==> src/rtl/core/picl_pkg.sv <==
// Shared types and constants for the PI current loop PWM block.
`timescale 1ns / 1ps

package picl_pkg;

    // Field and register widths
    localparam int ADC_BITS_DEF = 12;
    localparam int TARGET_W     = 16;
    localparam int GAIN_W       = 28;
    localparam int TIMER_W      = 16;
    localparam int CFG_IDX_W    = 3;
    localparam int CFG_DATA_W   = 28;
    localparam int INTEG_W      = 32;

    // Fixed-point layout
    localparam int FILT_FRAC    = 4;
    localparam int GAIN_SHIFT   = 4;
    localparam int Q24_FRAC     = 24;
    localparam int Q24_ONE      = 1 << Q24_FRAC;

    // Shared multiplier: signed A operand times unsigned B chunk
    localparam int MUL_B_W      = 14;

    // Reset values
    localparam logic [TARGET_W-1:0]       TARGET_RESET = '0;
    localparam logic [GAIN_W-1:0]         KP_RESET     = 28'd134218;
    localparam logic [GAIN_W-1:0]         KI_RESET     = '0;
    localparam logic [TIMER_W-1:0]        PERIOD_RESET = 16'd1023;
    localparam logic signed [INTEG_W-1:0] INTEG_RESET  = 32'sd8388608;
    localparam logic signed [INTEG_W-1:0] INTEG_MAX    = 32'sh7FFF_FFFF;
    localparam logic signed [INTEG_W-1:0] INTEG_MIN    = 32'sh8000_0000;

    // Configuration register indexes
    localparam logic [CFG_IDX_W-1:0] REG_TARGET = 3'd0;
    localparam logic [CFG_IDX_W-1:0] REG_KP     = 3'd1;
    localparam logic [CFG_IDX_W-1:0] REG_KI     = 3'd2;
    localparam logic [CFG_IDX_W-1:0] REG_PERIOD = 3'd3;

    // Sequencer states, one-hot; bit order matches step_t below
    typedef enum logic [12:0] {
        ST_IDLE  = 13'b1_0000_0000_0000,
        ST_ERR   = 13'b0_1000_0000_0000,
        ST_I_HI  = 13'b0_0100_0000_0000,
        ST_I_LO  = 13'b0_0010_0000_0000,
        ST_I_ACC = 13'b0_0001_0000_0000,
        ST_P_HI  = 13'b0_0000_1000_0000,
        ST_P_LO  = 13'b0_0000_0100_0000,
        ST_P_ACC = 13'b0_0000_0010_0000,
        ST_D_CHK = 13'b0_0000_0001_0000,
        ST_D_HI  = 13'b0_0000_0000_1000,
        ST_D_LO  = 13'b0_0000_0000_0100,
        ST_D_ACC = 13'b0_0000_0000_0010,
        ST_DONE  = 13'b0_0000_0000_0001
    } state_t;

    // Step strobes from sequencer to datapath
    typedef struct packed {
        logic idle;
        logic err;
        logic i_hi;
        logic i_lo;
        logic i_acc;
        logic p_hi;
        logic p_lo;
        logic p_acc;
        logic d_chk;
        logic d_hi;
        logic d_lo;
        logic d_acc;
        logic done;
    } step_t;

endpackage

==> src/rtl/core/picl_mul.sv <==
// Shared signed-by-unsigned multiplier with a two-chunk product accumulator.
`timescale 1ns / 1ps

module picl_mul #(
    parameter int A_W   = 18,
    parameter int B_W   = picl_pkg::MUL_B_W,
    parameter int ACC_W = A_W + 2 * B_W
) (
    input  logic                    clk,
    input  logic                    mul_en,
    input  logic                    acc_load,
    input  logic signed [A_W-1:0]   a,
    input  logic        [B_W-1:0]   b,
    output logic signed [ACC_W-1:0] sum
);

    localparam int P_W = A_W + B_W;

    logic signed [P_W:0]     prod_full;
    logic signed [P_W-1:0]   prod_reg;
    logic signed [ACC_W-1:0] acc_reg;
    logic signed [ACC_W-1:0] prod_ext;

    // One multiply per cycle while mul_en is high; |a| * b always fits in P_W signed bits
    assign prod_full = a * $signed({1'b0, b});
    assign prod_ext  = {{(ACC_W - P_W){prod_reg[P_W-1]}}, prod_reg};

    always_ff @(posedge clk)
    begin
        if (mul_en)
        begin
            prod_reg <= prod_full[P_W-1:0];
        end
        // High chunk product moves up by one chunk as the low chunk arrives
        if (acc_load)
        begin
            acc_reg <= {prod_reg, {B_W{1'b0}}};
        end
    end

    // Full product: shifted high part plus low part
    assign sum = acc_reg + prod_ext;

endmodule

==> src/rtl/core/picl_ctrl.sv <==
// Step sequencer for the PI current loop: one sample at a time through the shared multiplier.
`timescale 1ns / 1ps

module picl_ctrl (
    input  logic                clk,
    input  logic                rst_n,
    input  logic                in_valid,
    input  logic                duty_ok,
    input  logic                slot_free,
    output picl_pkg::step_t     step
);

    picl_pkg::state_t state_reg;
    picl_pkg::state_t state_next;

    // Next-state logic
    always_comb
    begin
        state_next = state_reg;
        unique case (state_reg)
            picl_pkg::ST_IDLE:
            begin
                if (in_valid)
                begin
                    state_next = picl_pkg::ST_ERR;
                end
            end
            picl_pkg::ST_ERR:   state_next = picl_pkg::ST_I_HI;
            picl_pkg::ST_I_HI:  state_next = picl_pkg::ST_I_LO;
            picl_pkg::ST_I_LO:  state_next = picl_pkg::ST_I_ACC;
            picl_pkg::ST_I_ACC: state_next = picl_pkg::ST_P_HI;
            picl_pkg::ST_P_HI:  state_next = picl_pkg::ST_P_LO;
            picl_pkg::ST_P_LO:  state_next = picl_pkg::ST_P_ACC;
            picl_pkg::ST_P_ACC: state_next = picl_pkg::ST_D_CHK;
            picl_pkg::ST_D_CHK:
            begin
                // Out-of-range duty skips the compare multiply
                state_next = duty_ok ? picl_pkg::ST_D_HI : picl_pkg::ST_DONE;
            end
            picl_pkg::ST_D_HI:  state_next = picl_pkg::ST_D_LO;
            picl_pkg::ST_D_LO:  state_next = picl_pkg::ST_D_ACC;
            picl_pkg::ST_D_ACC: state_next = picl_pkg::ST_DONE;
            picl_pkg::ST_DONE:
            begin
                if (slot_free)
                begin
                    state_next = picl_pkg::ST_IDLE;
                end
            end
            default:            state_next = picl_pkg::ST_IDLE;
        endcase
    end

    always_ff @(posedge clk or negedge rst_n)
    begin
        if (!rst_n)
        begin
            state_reg <= picl_pkg::ST_IDLE;
        end
        else
        begin
            state_reg <= state_next;
        end
    end

    // One strobe per state bit
    assign step = picl_pkg::step_t'(state_reg);

endmodule

==> src/rtl/core/pi_current_loop_pwm_top.sv <==
// Top level of the PI current loop: config registers, datapath and output register.
`timescale 1ns / 1ps

// PI current controller with a trapezoidal integrator driving a complementary
// PWM compare pair. Each accepted ADC sample is filtered, compared against
// the current setpoint, run through the PI law in signed Q8.24, and turned into one
// transaction of compare_main, compare_complement and fault_toggle. The block
// works on one sample at a time and skips the duty multiply when the duty
// falls outside [0,1]; it is serial because all six partial products
// (integral, proportional and duty-times-period, two 14-bit chunks each) go
// through one shared multiplier with a registered output. in_stall is low only
// while the sequencer is idle. A finished transaction sits in the output
// register, so the next sample can be accepted while it waits; the sequencer
// holds its result only if the previous one has still not been taken.
// Configuration writes are meant for idle periods and take effect at once.

module pi_current_loop_pwm_top #(
    parameter int ADC_BITS = picl_pkg::ADC_BITS_DEF
) (
    input  logic                                clk,
    input  logic                                rst_n,
    input  logic                                in_valid,
    output logic                                in_stall,
    input  logic [ADC_BITS-1:0]                 adc_sample,
    output logic                                out_valid,
    input  logic                                out_stall,
    output logic [picl_pkg::TIMER_W-1:0]        compare_main,
    output logic [picl_pkg::TIMER_W-1:0]        compare_complement,
    output logic                                fault_toggle,
    input  logic                                cfg_wr_en,
    input  logic [picl_pkg::CFG_IDX_W-1:0]      cfg_index,
    input  logic [picl_pkg::CFG_DATA_W-1:0]     cfg_data
);

    localparam int TARGET_W = picl_pkg::TARGET_W;
    localparam int TIMER_W  = picl_pkg::TIMER_W;
    localparam int GAIN_W   = picl_pkg::GAIN_W;
    localparam int INTEG_W  = picl_pkg::INTEG_W;
    localparam int B_W      = picl_pkg::MUL_B_W;
    localparam int FILT_W   = ADC_BITS + picl_pkg::FILT_FRAC;
    localparam int ERR_W    = ((FILT_W > TARGET_W) ? FILT_W : TARGET_W) + 1;
    localparam int MA_W     = ERR_W + 1;
    localparam int ACC_W    = MA_W + 2 * B_W;
    localparam int TERM_W   = ACC_W - picl_pkg::GAIN_SHIFT;
    localparam int DUTY_W   = ((TERM_W > INTEG_W) ? TERM_W : INTEG_W) + 1;
    localparam int DFR_W    = picl_pkg::Q24_FRAC + 1;
    localparam int DHI_W    = DFR_W - B_W;
    localparam int CMP_LSB  = picl_pkg::Q24_FRAC;

    // Config registers
    logic [TARGET_W-1:0] target_reg;
    logic [GAIN_W-1:0]   kp_reg;
    logic [GAIN_W-1:0]   ki_reg;
    logic [TIMER_W-1:0]  period_reg;

    // Loop state
    logic [FILT_W-1:0]         filt_reg;
    logic signed [ERR_W-1:0]   prev_err_reg;
    logic signed [INTEG_W-1:0] integ_reg;
    logic [TIMER_W-1:0]        held_reg;
    logic                      out_valid_reg;

    // Per-sample working registers
    logic [ADC_BITS-1:0]       adc_reg;
    logic signed [ERR_W-1:0]   err_reg;
    logic signed [MA_W-1:0]    esum_reg;
    logic signed [TERM_W-1:0]  inc_reg;
    logic signed [TERM_W-1:0]  pterm_reg;
    logic [DFR_W-1:0]          duty_reg;
    logic [TIMER_W-1:0]        cmp_reg;
    logic [TIMER_W-1:0]        comp_reg;
    logic                      fault_reg;
    logic [TIMER_W-1:0]        cmp_out_reg;
    logic [TIMER_W-1:0]        comp_out_reg;
    logic                      fault_out_reg;

    picl_pkg::step_t step;

    logic [FILT_W:0]            filt_sum;
    logic [FILT_W-1:0]          filt_next;
    logic signed [ERR_W-1:0]    err_next;
    logic signed [MA_W-1:0]     esum_next;
    logic signed [DUTY_W-1:0]   integ_sum;
    logic [DUTY_W-INTEG_W:0]    integ_top;
    logic signed [INTEG_W-1:0]  integ_next;
    logic signed [DUTY_W-1:0]   duty;
    logic                       duty_ok;
    logic [TIMER_W-1:0]         cmp_next;
    logic                       slot_free;
    logic signed [MA_W-1:0]     mul_a;
    logic [B_W-1:0]             mul_b;
    logic                       mul_en;
    logic                       acc_load;
    logic signed [ACC_W-1:0]    mul_sum;

    // Config write port
    always_ff @(posedge clk or negedge rst_n)
    begin
        if (!rst_n)
        begin
            target_reg <= picl_pkg::TARGET_RESET;
            kp_reg     <= picl_pkg::KP_RESET;
            ki_reg     <= picl_pkg::KI_RESET;
            period_reg <= picl_pkg::PERIOD_RESET;
        end
        else if (cfg_wr_en)
        begin
            unique case (cfg_index)
                picl_pkg::REG_TARGET: target_reg <= cfg_data[TARGET_W-1:0];
                picl_pkg::REG_KP:     kp_reg     <= cfg_data[GAIN_W-1:0];
                picl_pkg::REG_KI:     ki_reg     <= cfg_data[GAIN_W-1:0];
                picl_pkg::REG_PERIOD: period_reg <= cfg_data[TIMER_W-1:0];
                default:              ;
            endcase
        end
    end

    // Sequencer
    picl_ctrl u_ctrl (
        .clk       (clk),
        .rst_n     (rst_n),
        .in_valid  (in_valid),
        .duty_ok   (duty_ok),
        .slot_free (slot_free),
        .step      (step)
    );

    assign in_stall  = ~step.idle;
    assign slot_free = ~out_valid_reg | ~out_stall;

    // Filter, error and error sum
    assign filt_sum  = {1'b0, adc_reg, {picl_pkg::FILT_FRAC{1'b0}}} + {1'b0, filt_reg};
    assign filt_next = filt_sum[FILT_W:1];
    assign err_next  = $signed({{(ERR_W - TARGET_W){1'b0}}, target_reg})
                     - $signed({{(ERR_W - FILT_W){1'b0}}, filt_next});
    assign esum_next = {err_reg[ERR_W-1], err_reg} + {prev_err_reg[ERR_W-1], prev_err_reg};

    // Multiplier operand select; the error sum is registered during the high chunk
    always_comb
    begin
        mul_a = '0;
        mul_b = '0;
        priority if (step.i_hi || step.i_lo)
        begin
            mul_a = step.i_hi ? esum_next : esum_reg;
            mul_b = step.i_hi ? ki_reg[GAIN_W-1:B_W] : ki_reg[B_W-1:0];
        end
        else if (step.p_hi || step.p_lo)
        begin
            mul_a = {err_reg[ERR_W-1], err_reg};
            mul_b = step.p_hi ? kp_reg[GAIN_W-1:B_W] : kp_reg[B_W-1:0];
        end
        else if (step.d_hi || step.d_lo)
        begin
            mul_a = $signed({{(MA_W - TIMER_W){1'b0}}, period_reg});
            mul_b = step.d_hi ? {{(B_W - DHI_W){1'b0}}, duty_reg[DFR_W-1:B_W]}
                              : duty_reg[B_W-1:0];
        end
        else
        begin
            mul_a = '0;
            mul_b = '0;
        end
    end

    assign mul_en   = step.i_hi | step.i_lo | step.p_hi | step.p_lo | step.d_hi | step.d_lo;
    assign acc_load = step.i_lo | step.p_lo | step.d_lo;

    picl_mul #(
        .A_W   (MA_W),
        .B_W   (B_W),
        .ACC_W (ACC_W)
    ) u_mul (
        .clk      (clk),
        .mul_en   (mul_en),
        .acc_load (acc_load),
        .a        (mul_a),
        .b        (mul_b),
        .sum      (mul_sum)
    );

    // Integrator update with 32-bit saturation
    assign integ_sum = {{(DUTY_W - INTEG_W){integ_reg[INTEG_W-1]}}, integ_reg}
                     + {{(DUTY_W - TERM_W){inc_reg[TERM_W-1]}}, inc_reg};
    assign integ_top = integ_sum[DUTY_W-1:INTEG_W-1];

    always_comb
    begin
        priority if ((&integ_top) || !(|integ_top))
        begin
            integ_next = integ_sum[INTEG_W-1:0];
        end
        else if (integ_sum[DUTY_W-1])
        begin
            integ_next = picl_pkg::INTEG_MIN;
        end
        else
        begin
            integ_next = picl_pkg::INTEG_MAX;
        end
    end

    // Duty and its [0, 1.0] window test
    assign duty    = {{(DUTY_W - INTEG_W){integ_reg[INTEG_W-1]}}, integ_reg}
                   + {{(DUTY_W - TERM_W){pterm_reg[TERM_W-1]}}, pterm_reg};
    assign duty_ok = ~duty[DUTY_W-1]
                   && (duty[DUTY_W-2:0] <= (DUTY_W - 1)'(picl_pkg::Q24_ONE));

    assign cmp_next = mul_sum[CMP_LSB + TIMER_W - 1:CMP_LSB];

    // Loop state and output valid
    always_ff @(posedge clk or negedge rst_n)
    begin
        if (!rst_n)
        begin
            filt_reg      <= '0;
            prev_err_reg  <= '0;
            integ_reg     <= picl_pkg::INTEG_RESET;
            held_reg      <= '0;
            out_valid_reg <= 1'b0;
        end
        else
        begin
            if (step.err)
            begin
                filt_reg <= filt_next;
            end
            if (step.p_hi)
            begin
                integ_reg    <= integ_next;
                prev_err_reg <= err_reg;
            end
            if (step.d_acc)
            begin
                held_reg <= cmp_next;
            end
            if (step.done && slot_free)
            begin
                out_valid_reg <= 1'b1;
            end
            else if (!out_stall)
            begin
                out_valid_reg <= 1'b0;
            end
        end
    end

    // Working registers and output payload
    always_ff @(posedge clk)
    begin
        if (step.idle && in_valid)
        begin
            adc_reg <= adc_sample;
        end
        if (step.err)
        begin
            err_reg <= err_next;
        end
        if (step.i_hi)
        begin
            esum_reg <= esum_next;
        end
        if (step.i_acc)
        begin
            inc_reg <= mul_sum[ACC_W-1:picl_pkg::GAIN_SHIFT];
        end
        if (step.p_acc)
        begin
            pterm_reg <= mul_sum[ACC_W-1:picl_pkg::GAIN_SHIFT];
        end
        if (step.d_chk)
        begin
            duty_reg  <= duty[DFR_W-1:0];
            // Hold previous compare on an out-of-window duty
            cmp_reg   <= held_reg;
            comp_reg  <= (held_reg > period_reg) ? '0 : period_reg - held_reg;
            fault_reg <= ~duty_ok;
        end
        if (step.d_acc)
        begin
            cmp_reg  <= cmp_next;
            comp_reg <= period_reg - cmp_next;
        end
        if (step.done && slot_free)
        begin
            cmp_out_reg   <= cmp_reg;
            comp_out_reg  <= comp_reg;
            fault_out_reg <= fault_reg;
        end
    end

    assign out_valid          = out_valid_reg;
    assign compare_main       = cmp_out_reg;
    assign compare_complement = comp_out_reg;
    assign fault_toggle       = fault_out_reg;

endmodule

==> config.mk <==
export PLATFORM = sky130hd
export DESIGN_NAME = pi_current_loop_pwm_top
export DESIGN_NICKNAME = d
export VERILOG_FILES = /design/src/rtl/core/picl_pkg.sv /design/src/rtl/core/picl_mul.sv /design/src/rtl/core/picl_ctrl.sv /design/src/rtl/core/pi_current_loop_pwm_top.sv
export SDC_FILE = /design/constraint.sdc
export NUM_CORES = 2
export LEC_CHECK = 0
export BUFFER_PORTS_ARGS = -buffer_cell sky130_fd_sc_hd__buf_2
export CAP_MARGIN = 20
export CORE_UTILIZATION = 39
export CTS_BUF_LIST = sky130_fd_sc_hd__clkbuf_4 sky130_fd_sc_hd__clkbuf_8 sky130_fd_sc_hd__clkbuf_16
export DETAILED_ROUTE_END_ITERATION = 10
export GPL_TIMING_DRIVEN = 1
export PLACE_DENSITY = 0.6
export REMOVE_ABC_BUFFERS = 1
export SYNTH_ARGS = -nofsm -noshare
export SYNTH_HDL_FRONTEND = slang
export SYNTH_SLANG_ARGS = --single-unit
==> constraint.sdc <==
create_clock -name clk -period 7.5 [get_ports clk]
set_input_delay 1.5 -clock clk [delete_from_list [all_inputs] [get_ports clk]]
set_output_delay 1.5 -clock clk [all_outputs]
set_load 0.01 [all_outputs]
# [Yosys cells after proc, flatten, opt, wreduce, memory -nomap -nowiden]
# Cells that the tools add are included.
[word_totals] regBits=469 inputBits=48 word_cells=107
[op_classes] order_cmp=2 n_mul=1 n_eq_ne=19 muxes=23 n_reduce_logical=17 bitwise_logic=13 add_sub_neg=8
[op_table] cell="13-bit case mux with 13 select lines" n=1
[op_table] cell="16-bit two-way mux" n=6
[op_table] cell="32-bit by 42-bit adder with 43-bit output" n=2
[op_table] cell="14-bit two-way mux" n=6
[op_table] cell="32-bit two-way mux" n=2
[op_table] cell="18-bit two-way mux" n=3
[op_table] cell="46-bit by 32-bit adder with 46-bit output" n=1
[op_table] cell="42-bit by 25-bit less-or-equal comparator with 1-bit output (second input constant)" n=1
[op_table] cell="18-bit by 15-bit multiplier with 32-bit output" n=1
[op_table] cell="16-bit subtractor" n=2
[op_table] cell="13-bit two-way mux" n=2
[op_table] cell="17-bit by 17-bit adder with 18-bit output" n=1
[op_table] cell="16-bit by 16-bit adder with 17-bit output" n=1
[op_table] cell="16-bit by 16-bit subtractor with 17-bit output" n=1
[op_table] cell="16-bit greater-than comparator" n=1
[op_table] cell="13-bit by 1-bit == test with 1-bit output (second input constant)" n=1
[op_table] cell="13-bit by 10-bit == test with 1-bit output (second input constant)" n=1
[op_table] cell="13-bit by 11-bit == test with 1-bit output (second input constant)" n=1
[op_table] cell="13-bit by 12-bit == test with 1-bit output (second input constant)" n=1
[op_table] cell="13-bit == test (second input constant)" n=1
[op_table] cell="13-bit by 2-bit == test with 1-bit output (second input constant)" n=1
[op_table] cell="13-bit by 3-bit == test with 1-bit output (second input constant)" n=1
[op_table] cell="13-bit by 4-bit == test with 1-bit output (second input constant)" n=1
[op_table] cell="13-bit by 5-bit == test with 1-bit output (second input constant)" n=1
[op_table] cell="20 further kinds" n=43

# [Depth between registers and ports, before layout]
[logic_depth] word_depth=5 ltp_mapped=38 depth_no_buf=38

# [Hierarchy]
# A second synthesis with hierarchy kept.
[unflattened] cells_unflattened=3394 area_unflattened_um2=35982.0
[modules_own_cells] mod="pi_current_loop_pwm_top" seq_area_each_um2=10736.5 area_per_inst_um2=22450.3 n_inst=1 cells_each=2011
[modules_own_cells] mod="picl_mul" seq_area_each_um2=1921.8 area_per_inst_um2=12863.6 n_inst=1 cells_each=1321
[modules_own_cells] mod="picl_ctrl" seq_area_each_um2=326.6 area_per_inst_um2=668.1 n_inst=1 cells_each=62

# [Worst setup path after synthesis]
# Ideal clock, no wire load.
[synth_path] path_kind="register -> register" startpoint="register err_reg[0]" endpoint="register u_mul.prod_reg[30] (data pin)" path_buffers=0 t_required_ps=7237 slack_ps=-755 period_less_slack_ps=8255 setup_time_ps=263 arrival_time_ps=7992 stages_incl_launch_ff=39 path_cell_list="edfxtp_1 -> ha_1 -> fa_1 -> a21o_1 -> a21oi_1 -> o21bai_1 -> a21oi_1 -> o21bai_1 -> a21oi_1 -> o21ai_0 -> nor2_1 -> xnor2_1 -> nand2_1 -> o21a_1 -> nor2_1 -> fa_1 -> inv_1 -> fa_1 -> [3 not listed] -> fa_1 -> inv_1 -> fa_1 -> inv_1 -> fa_1 -> inv_1 -> ha_1 -> a21o_1 -> a21oi_1 -> o21ai_0 -> a21oi_1 -> o21ai_0 -> a21oi_1 -> a21oi_1 -> a21oi_1 -> o21bai_1 -> a311oi_1 -> xnor2_1"
[synth_via] elab_chain_len=4
[synth_lines] element="start, declared" line_no="pi_current_loop_pwm_top.sv:65" text="logic signed [ERR_W-1:0] err_reg;"
[synth_lines] element="start signal, assigned" line_no="pi_current_loop_pwm_top.sv:257" text="err_reg <= err_next;"
[synth_lines] element="17-bit by 17-bit adder with 18-bit output" line_no="pi_current_loop_pwm_top.sv:136" text="assign esum_next = {err_reg[ERR_W-1], err_reg} + {prev_err_reg[ERR_W-1], prev_err_reg};"
[synth_lines] element="18-bit two-way mux"
[synth_lines] element="18-bit two-way mux (*)" line_no="pi_current_loop_pwm_top.sv:143" text="priority if (step.i_hi || step.i_lo)"
[synth_lines] element="18-bit by 15-bit multiplier with 32-bit output (*)" line_no="picl_mul.sv:25" text="assign prod_full = a * $signed({1'b0, b});"
[synth_lines] element="via u_mul.prod_full[30]" line_no="picl_mul.sv:19" text="logic signed [P_W:0] prod_full;"
[synth_lines] element="end signal, assigned" line_no="picl_mul.sv:32" text="prod_reg <= prod_full[P_W-1:0];"
[synth_lines] element="end, declared" line_no="picl_mul.sv:20" text="logic signed [P_W-1:0] prod_reg;"
# Mark *: on every way through the listed nets, which the timed path passes. The rest lies on a longest branch.
# A chain may end at the register's enable or synchronous reset.

# [Worst setup path after layout]
[layout_path] startpoint="register err_reg[0]" endpoint="register u_mul.prod_reg[28] (data pin)"
# The elaborated chain is that of the path after synthesis.

==> run_summary.xml <==
<?xml version="1.0" encoding="UTF-8"?>
<metrics>
  <group name="grt">
    <metric name="first_pass_grt_wire_length" unit="um">150000</metric>
    <metric name="grt_antenna_before_repair" unit="">8</metric>
    <metric name="grt_pass1_vias" unit="">27000</metric>
    <metric name="groute.usage.overall" unit="">0.211</metric>
    <metric name="globalRouteOverflowTotal" unit="">0</metric>
    <metric name="grt_start_max_net_pins" unit="">80</metric>
  </group>
  <group name="timing">
    <metric name="timing.max_slew.rel_slack" unit="">0.268</metric>
    <metric name="max_freq" unit="GHz">0.123</metric>
    <metric name="finalWorstPathRequiredPeriod" unit="ps">8110</metric>
    <metric name="rsz_0062_raised_after_global_routing" unit="">true</metric>
    <metric name="finalHoldWorstSlack" unit="ps">418</metric>
    <metric name="final_max_slew_viol_count" unit="">0</metric>
    <metric name="setup_viol" unit="">17</metric>
    <metric name="worst_clock_skew" unit="ps">33.3</metric>
    <metric name="fin_ws" unit="ps">-613</metric>
    <metric name="fin_crit_sh" unit="">1.08</metric>
    <metric name="tightestPinTransition" unit="ps">1100</metric>
    <metric name="hold_viol_final" unit="">0</metric>
  </group>
  <group name="final_layout">
    <metric name="synthToLayoutAreaGrowth" unit="%">18.1</metric>
    <metric name="num-nets-final" unit="">4404</metric>
    <metric name="diodes" unit="">0</metric>
    <metric name="fraction_of_final_layout_cells_sized_beyond_drive_strength_1" unit="">0.199</metric>
    <metric name="filler_cells_inserted" unit="">8548</metric>
    <metric name="finish.utilization" unit="">0.465</metric>
  </group>
  <group name="critical_path">
    <metric name="worst-endpoint-required" unit="ps">7860</metric>
    <metric name="arrival_time_of_the_worst_setup_path" unit="ps">8470</metric>
    <metric name="critical_path.endpoint_type" unit="">flip-flop</metric>
    <metric name="critical_path.startpoint_type" unit="">flip-flop</metric>
    <metric name="cpMostUsedCell" unit="">sky130_fd_sc_hd__a21oi_2</metric>
    <metric name="crit_path_max_fanout" unit="">3</metric>
    <metric name="timing_worst_setup_path_type" unit="">flip-flop to flip-flop</metric>
    <metric name="critical-path-slowest-cell" unit="">sky130_fd_sc_hd__fa_1</metric>
    <metric name="timing.reg2reg.setup_slack" unit="ps">-610</metric>
    <metric name="cp_peak_stage_delay" unit="ps">540</metric>
  </group>
  <group name="placement">
    <metric name="gp_congestion" unit="">0.904</metric>
    <metric name="dpl.hpwl" unit="um">76400</metric>
    <metric name="port_buffers" unit="">82</metric>
  </group>
  <group name="synthesis">
    <metric name="dominantRegCellSynth" unit="">sky130_fd_sc_hd__edfxtp_1</metric>
    <metric name="yosys_register_bits" unit="">468</metric>
    <metric name="post_synth_instance_area" unit="um^2">35400</metric>
    <metric name="synth.yosys.seq_area_share" unit="">0.367</metric>
    <metric name="async_set_or_reset_flop_fraction_in_the_synthesized_netlist" unit="">0.389</metric>
    <metric name="postSynthCellCount" unit="">3482</metric>
    <metric name="syn_avg_cell_area" unit="um^2">10.2</metric>
    <metric name="synth_edf_count" unit="">268</metric>
    <metric name="warnings_from_yosys" unit="">0</metric>
    <metric name="synth_cell_type_count" unit="">83</metric>
  </group>
  <group name="floorplanning">
    <metric name="floorplan.initialDensity" unit="">0.394</metric>
    <metric name="fp-row-count" unit="">110</metric>
    <metric name="die_h" unit="um">303</metric>
    <metric name="number_of_top_level_design_ports" unit="">83</metric>
    <metric name="placeableCoreArea" unit="um^2">90000</metric>
    <metric name="die_area" unit="um^2">92000</metric>
    <metric name="die_width" unit="um">303</metric>
  </group>
  <group name="clock_tree">
    <metric name="clock_insertion_delay_worst_skew" unit="ps">630</metric>
    <metric name="ctsRootBufferMaster" unit="">sky130_fd_sc_hd__clkbuf_16</metric>
    <metric name="cts_sinks" unit="">468</metric>
    <metric name="clkTransAtPathRegs" unit="ps">60</metric>
    <metric name="cts_inserted_buffers" unit="">53</metric>
    <metric name="cts_buffer_depth" unit="">3</metric>
    <metric name="cts-hold-fix-buffers" unit="">0</metric>
    <metric name="clock_tree.htree_level_count" unit="">2</metric>
    <metric name="cts_tree" unit="">yes</metric>
  </group>
  <group name="status">
    <metric name="violations" unit="">negative setup slack</metric>
    <metric name="outcome" unit="">finished with violations</metric>
  </group>
  <group name="pwr">
    <metric name="switch_share" unit="">0.381</metric>
    <metric name="vdd_drop_max" unit="mV">0.218</metric>
    <metric name="sequential_share_of_power" unit="">0.322</metric>
    <metric name="switching_power" unit="mW">4.27</metric>
    <metric name="power_leakage" unit="nW">18.6</metric>
    <metric name="power_frac_comb" unit="">0.447</metric>
    <metric name="power.clock.fraction" unit="">0.230</metric>
    <metric name="internal-power" unit="mW">6.95</metric>
    <metric name="power-per-cell-area" unit="nW/um^2">268</metric>
  </group>
  <group name="detailed_routing">
    <metric name="drc" unit="">0</metric>
    <metric name="post_drt_wl_per_cell" unit="um">18.9</metric>
    <metric name="routed-via-count" unit="">26700</metric>
    <metric name="drt-initial-drc-count" unit="">1511</metric>
    <metric name="detail_route.vias_per_cell" unit="">5.28</metric>
    <metric name="drtPass1Iterations" unit="">5</metric>
    <metric name="routed_wirelength" unit="um">95800</metric>
    <metric name="final_antenna_net_count" unit="">0</metric>
  </group>
  <group name="min_path">
    <metric name="hold_class" unit="">flip-flop to flip-flop</metric>
  </group>
  <group name="run">
    <metric name="maxCapViolCount" unit="">0</metric>
  </group>
</metrics>
-- worst max-delay path: cells and delay by family, from the launching register on --
family	cells	cell delay [ps]
compound gates	18	2520
flops	1	430
fa+ha+maj	9	3750
buf+inv	9	740
simple gates	3	260
xor+xnor	2	170
-- repair_timing --
action / CTS / global route
resized for setup: 104 / 48
setup buffers: 23 / 15
endpoints found under the setup margin: 19 / 18
pin swaps: 68 / 46
-- cell usage after synthesis (all sizes together), types with 59 or more instances --
library cell,count,area share
a21o,87,0.018
a21oi,218,0.031
clkbuf,87,0.0092
dfrtp,164,0.12
edfxtp,268,0.23
fa,238,0.13
ha,276,0.097
inv,399,0.042
mux2,116,0.037
nand2,267,0.028
nor2,302,0.032
o21ai,160,0.023
xnor2,125,0.031
xor2,59,0.015
-- cell families (layout without fill, tap and decap cells) --
group / count (synthesis) / count (layout) / synth area share
simple gates: 900 / 900 / 0.118
compound gates: 775 / 775 / 0.141
fa+ha+maj: 514 / 514 / 0.232
buf+inv: 498 / 903 / 0.0528
flops: 468 / 468 / 0.367
xor+xnor: 184 / 184 / 0.0455
mux: 143 / 143 / 0.0445
-- cell usage in the layout (no fill, tap or decap), drive strengths merged, types with 37 or more instances in the layout --
cell	instances
inv	406
buf	402
nor2	302
ha	276
edfxtp	268
nand2	267
fa	238
a21oi	218
dfrtp	164
o21ai	160
xnor2	125
mux2	116
a21o	87
clkbuf	69
xor2	59
nand3	52
nor3	47
o22ai	42
o21bai	37
-- cell type report --
cell class	instances	area [um^2]	share of cell area
flip-flops and latches	468	13000	0.310
repair buffers	404	3010	0.0719
clock inverters	33	299	0.00715
well taps	1176	1470	0.0352
multi-input cells	2516	21100	0.505
inverters	399	1500	0.0359
clock buffers	67	1450	0.0347
-- path summary, 6_finish.rpt --
kind / from / endpoint / cells after the start
max: err_reg[0] / u_mul.prod_reg[28] / 41
max in group asynchronous: rst_n / kp_reg[12] / 2
max reg2reg: err_reg[0] / u_mul.prod_reg[28] / 41
min reg2reg: u_mul.prod_reg[1] / u_mul.acc_reg[15] / 0
min in group asynchronous: rst_n / u_ctrl.step[4] / 1
min: u_mul.prod_reg[1] / u_mul.acc_reg[15] / 0
-- power by group through the flow --
stage	clock network (mW)	registers, mW	logic (mW)
2_1_floorplan	0	3.56	3.27
3_3_place_gp	0	3.66	4.78
3_5_place_dp	0	3.67	4.84
4_1_cts	2.65	3.62	4.95
5_1_grt	2.74	3.67	5.57
6_report	2.59	3.62	5.02
-- metrics by stage --
stage	total power, mW	area [um^2]	cells	setup TNS (ps)	setup WS (ps)
5_1_grt	12.0	41800	5063	-12920	-983
3_3_place_gp	8.44	39300	4937	-12630	-1070
2_1_floorplan	6.84	35000	3383	-15200	-1290
3_5_place_dp	8.51	39300	4938	-14120	-1230
6_report	11.2	41800	5063	-6470	-613
4_1_cts	11.2	41600	5055	-4890	-570
-- routing by layer --
layer | part of all wire | track usage
met2 | 0.46 | 0.347
met3 | 0.054 | 0.0310
met4 | 0.046 | 0.0920
met5 | 0 | 0
met1 | 0.44 | 0.278
(Power assumes the default switching activity.)
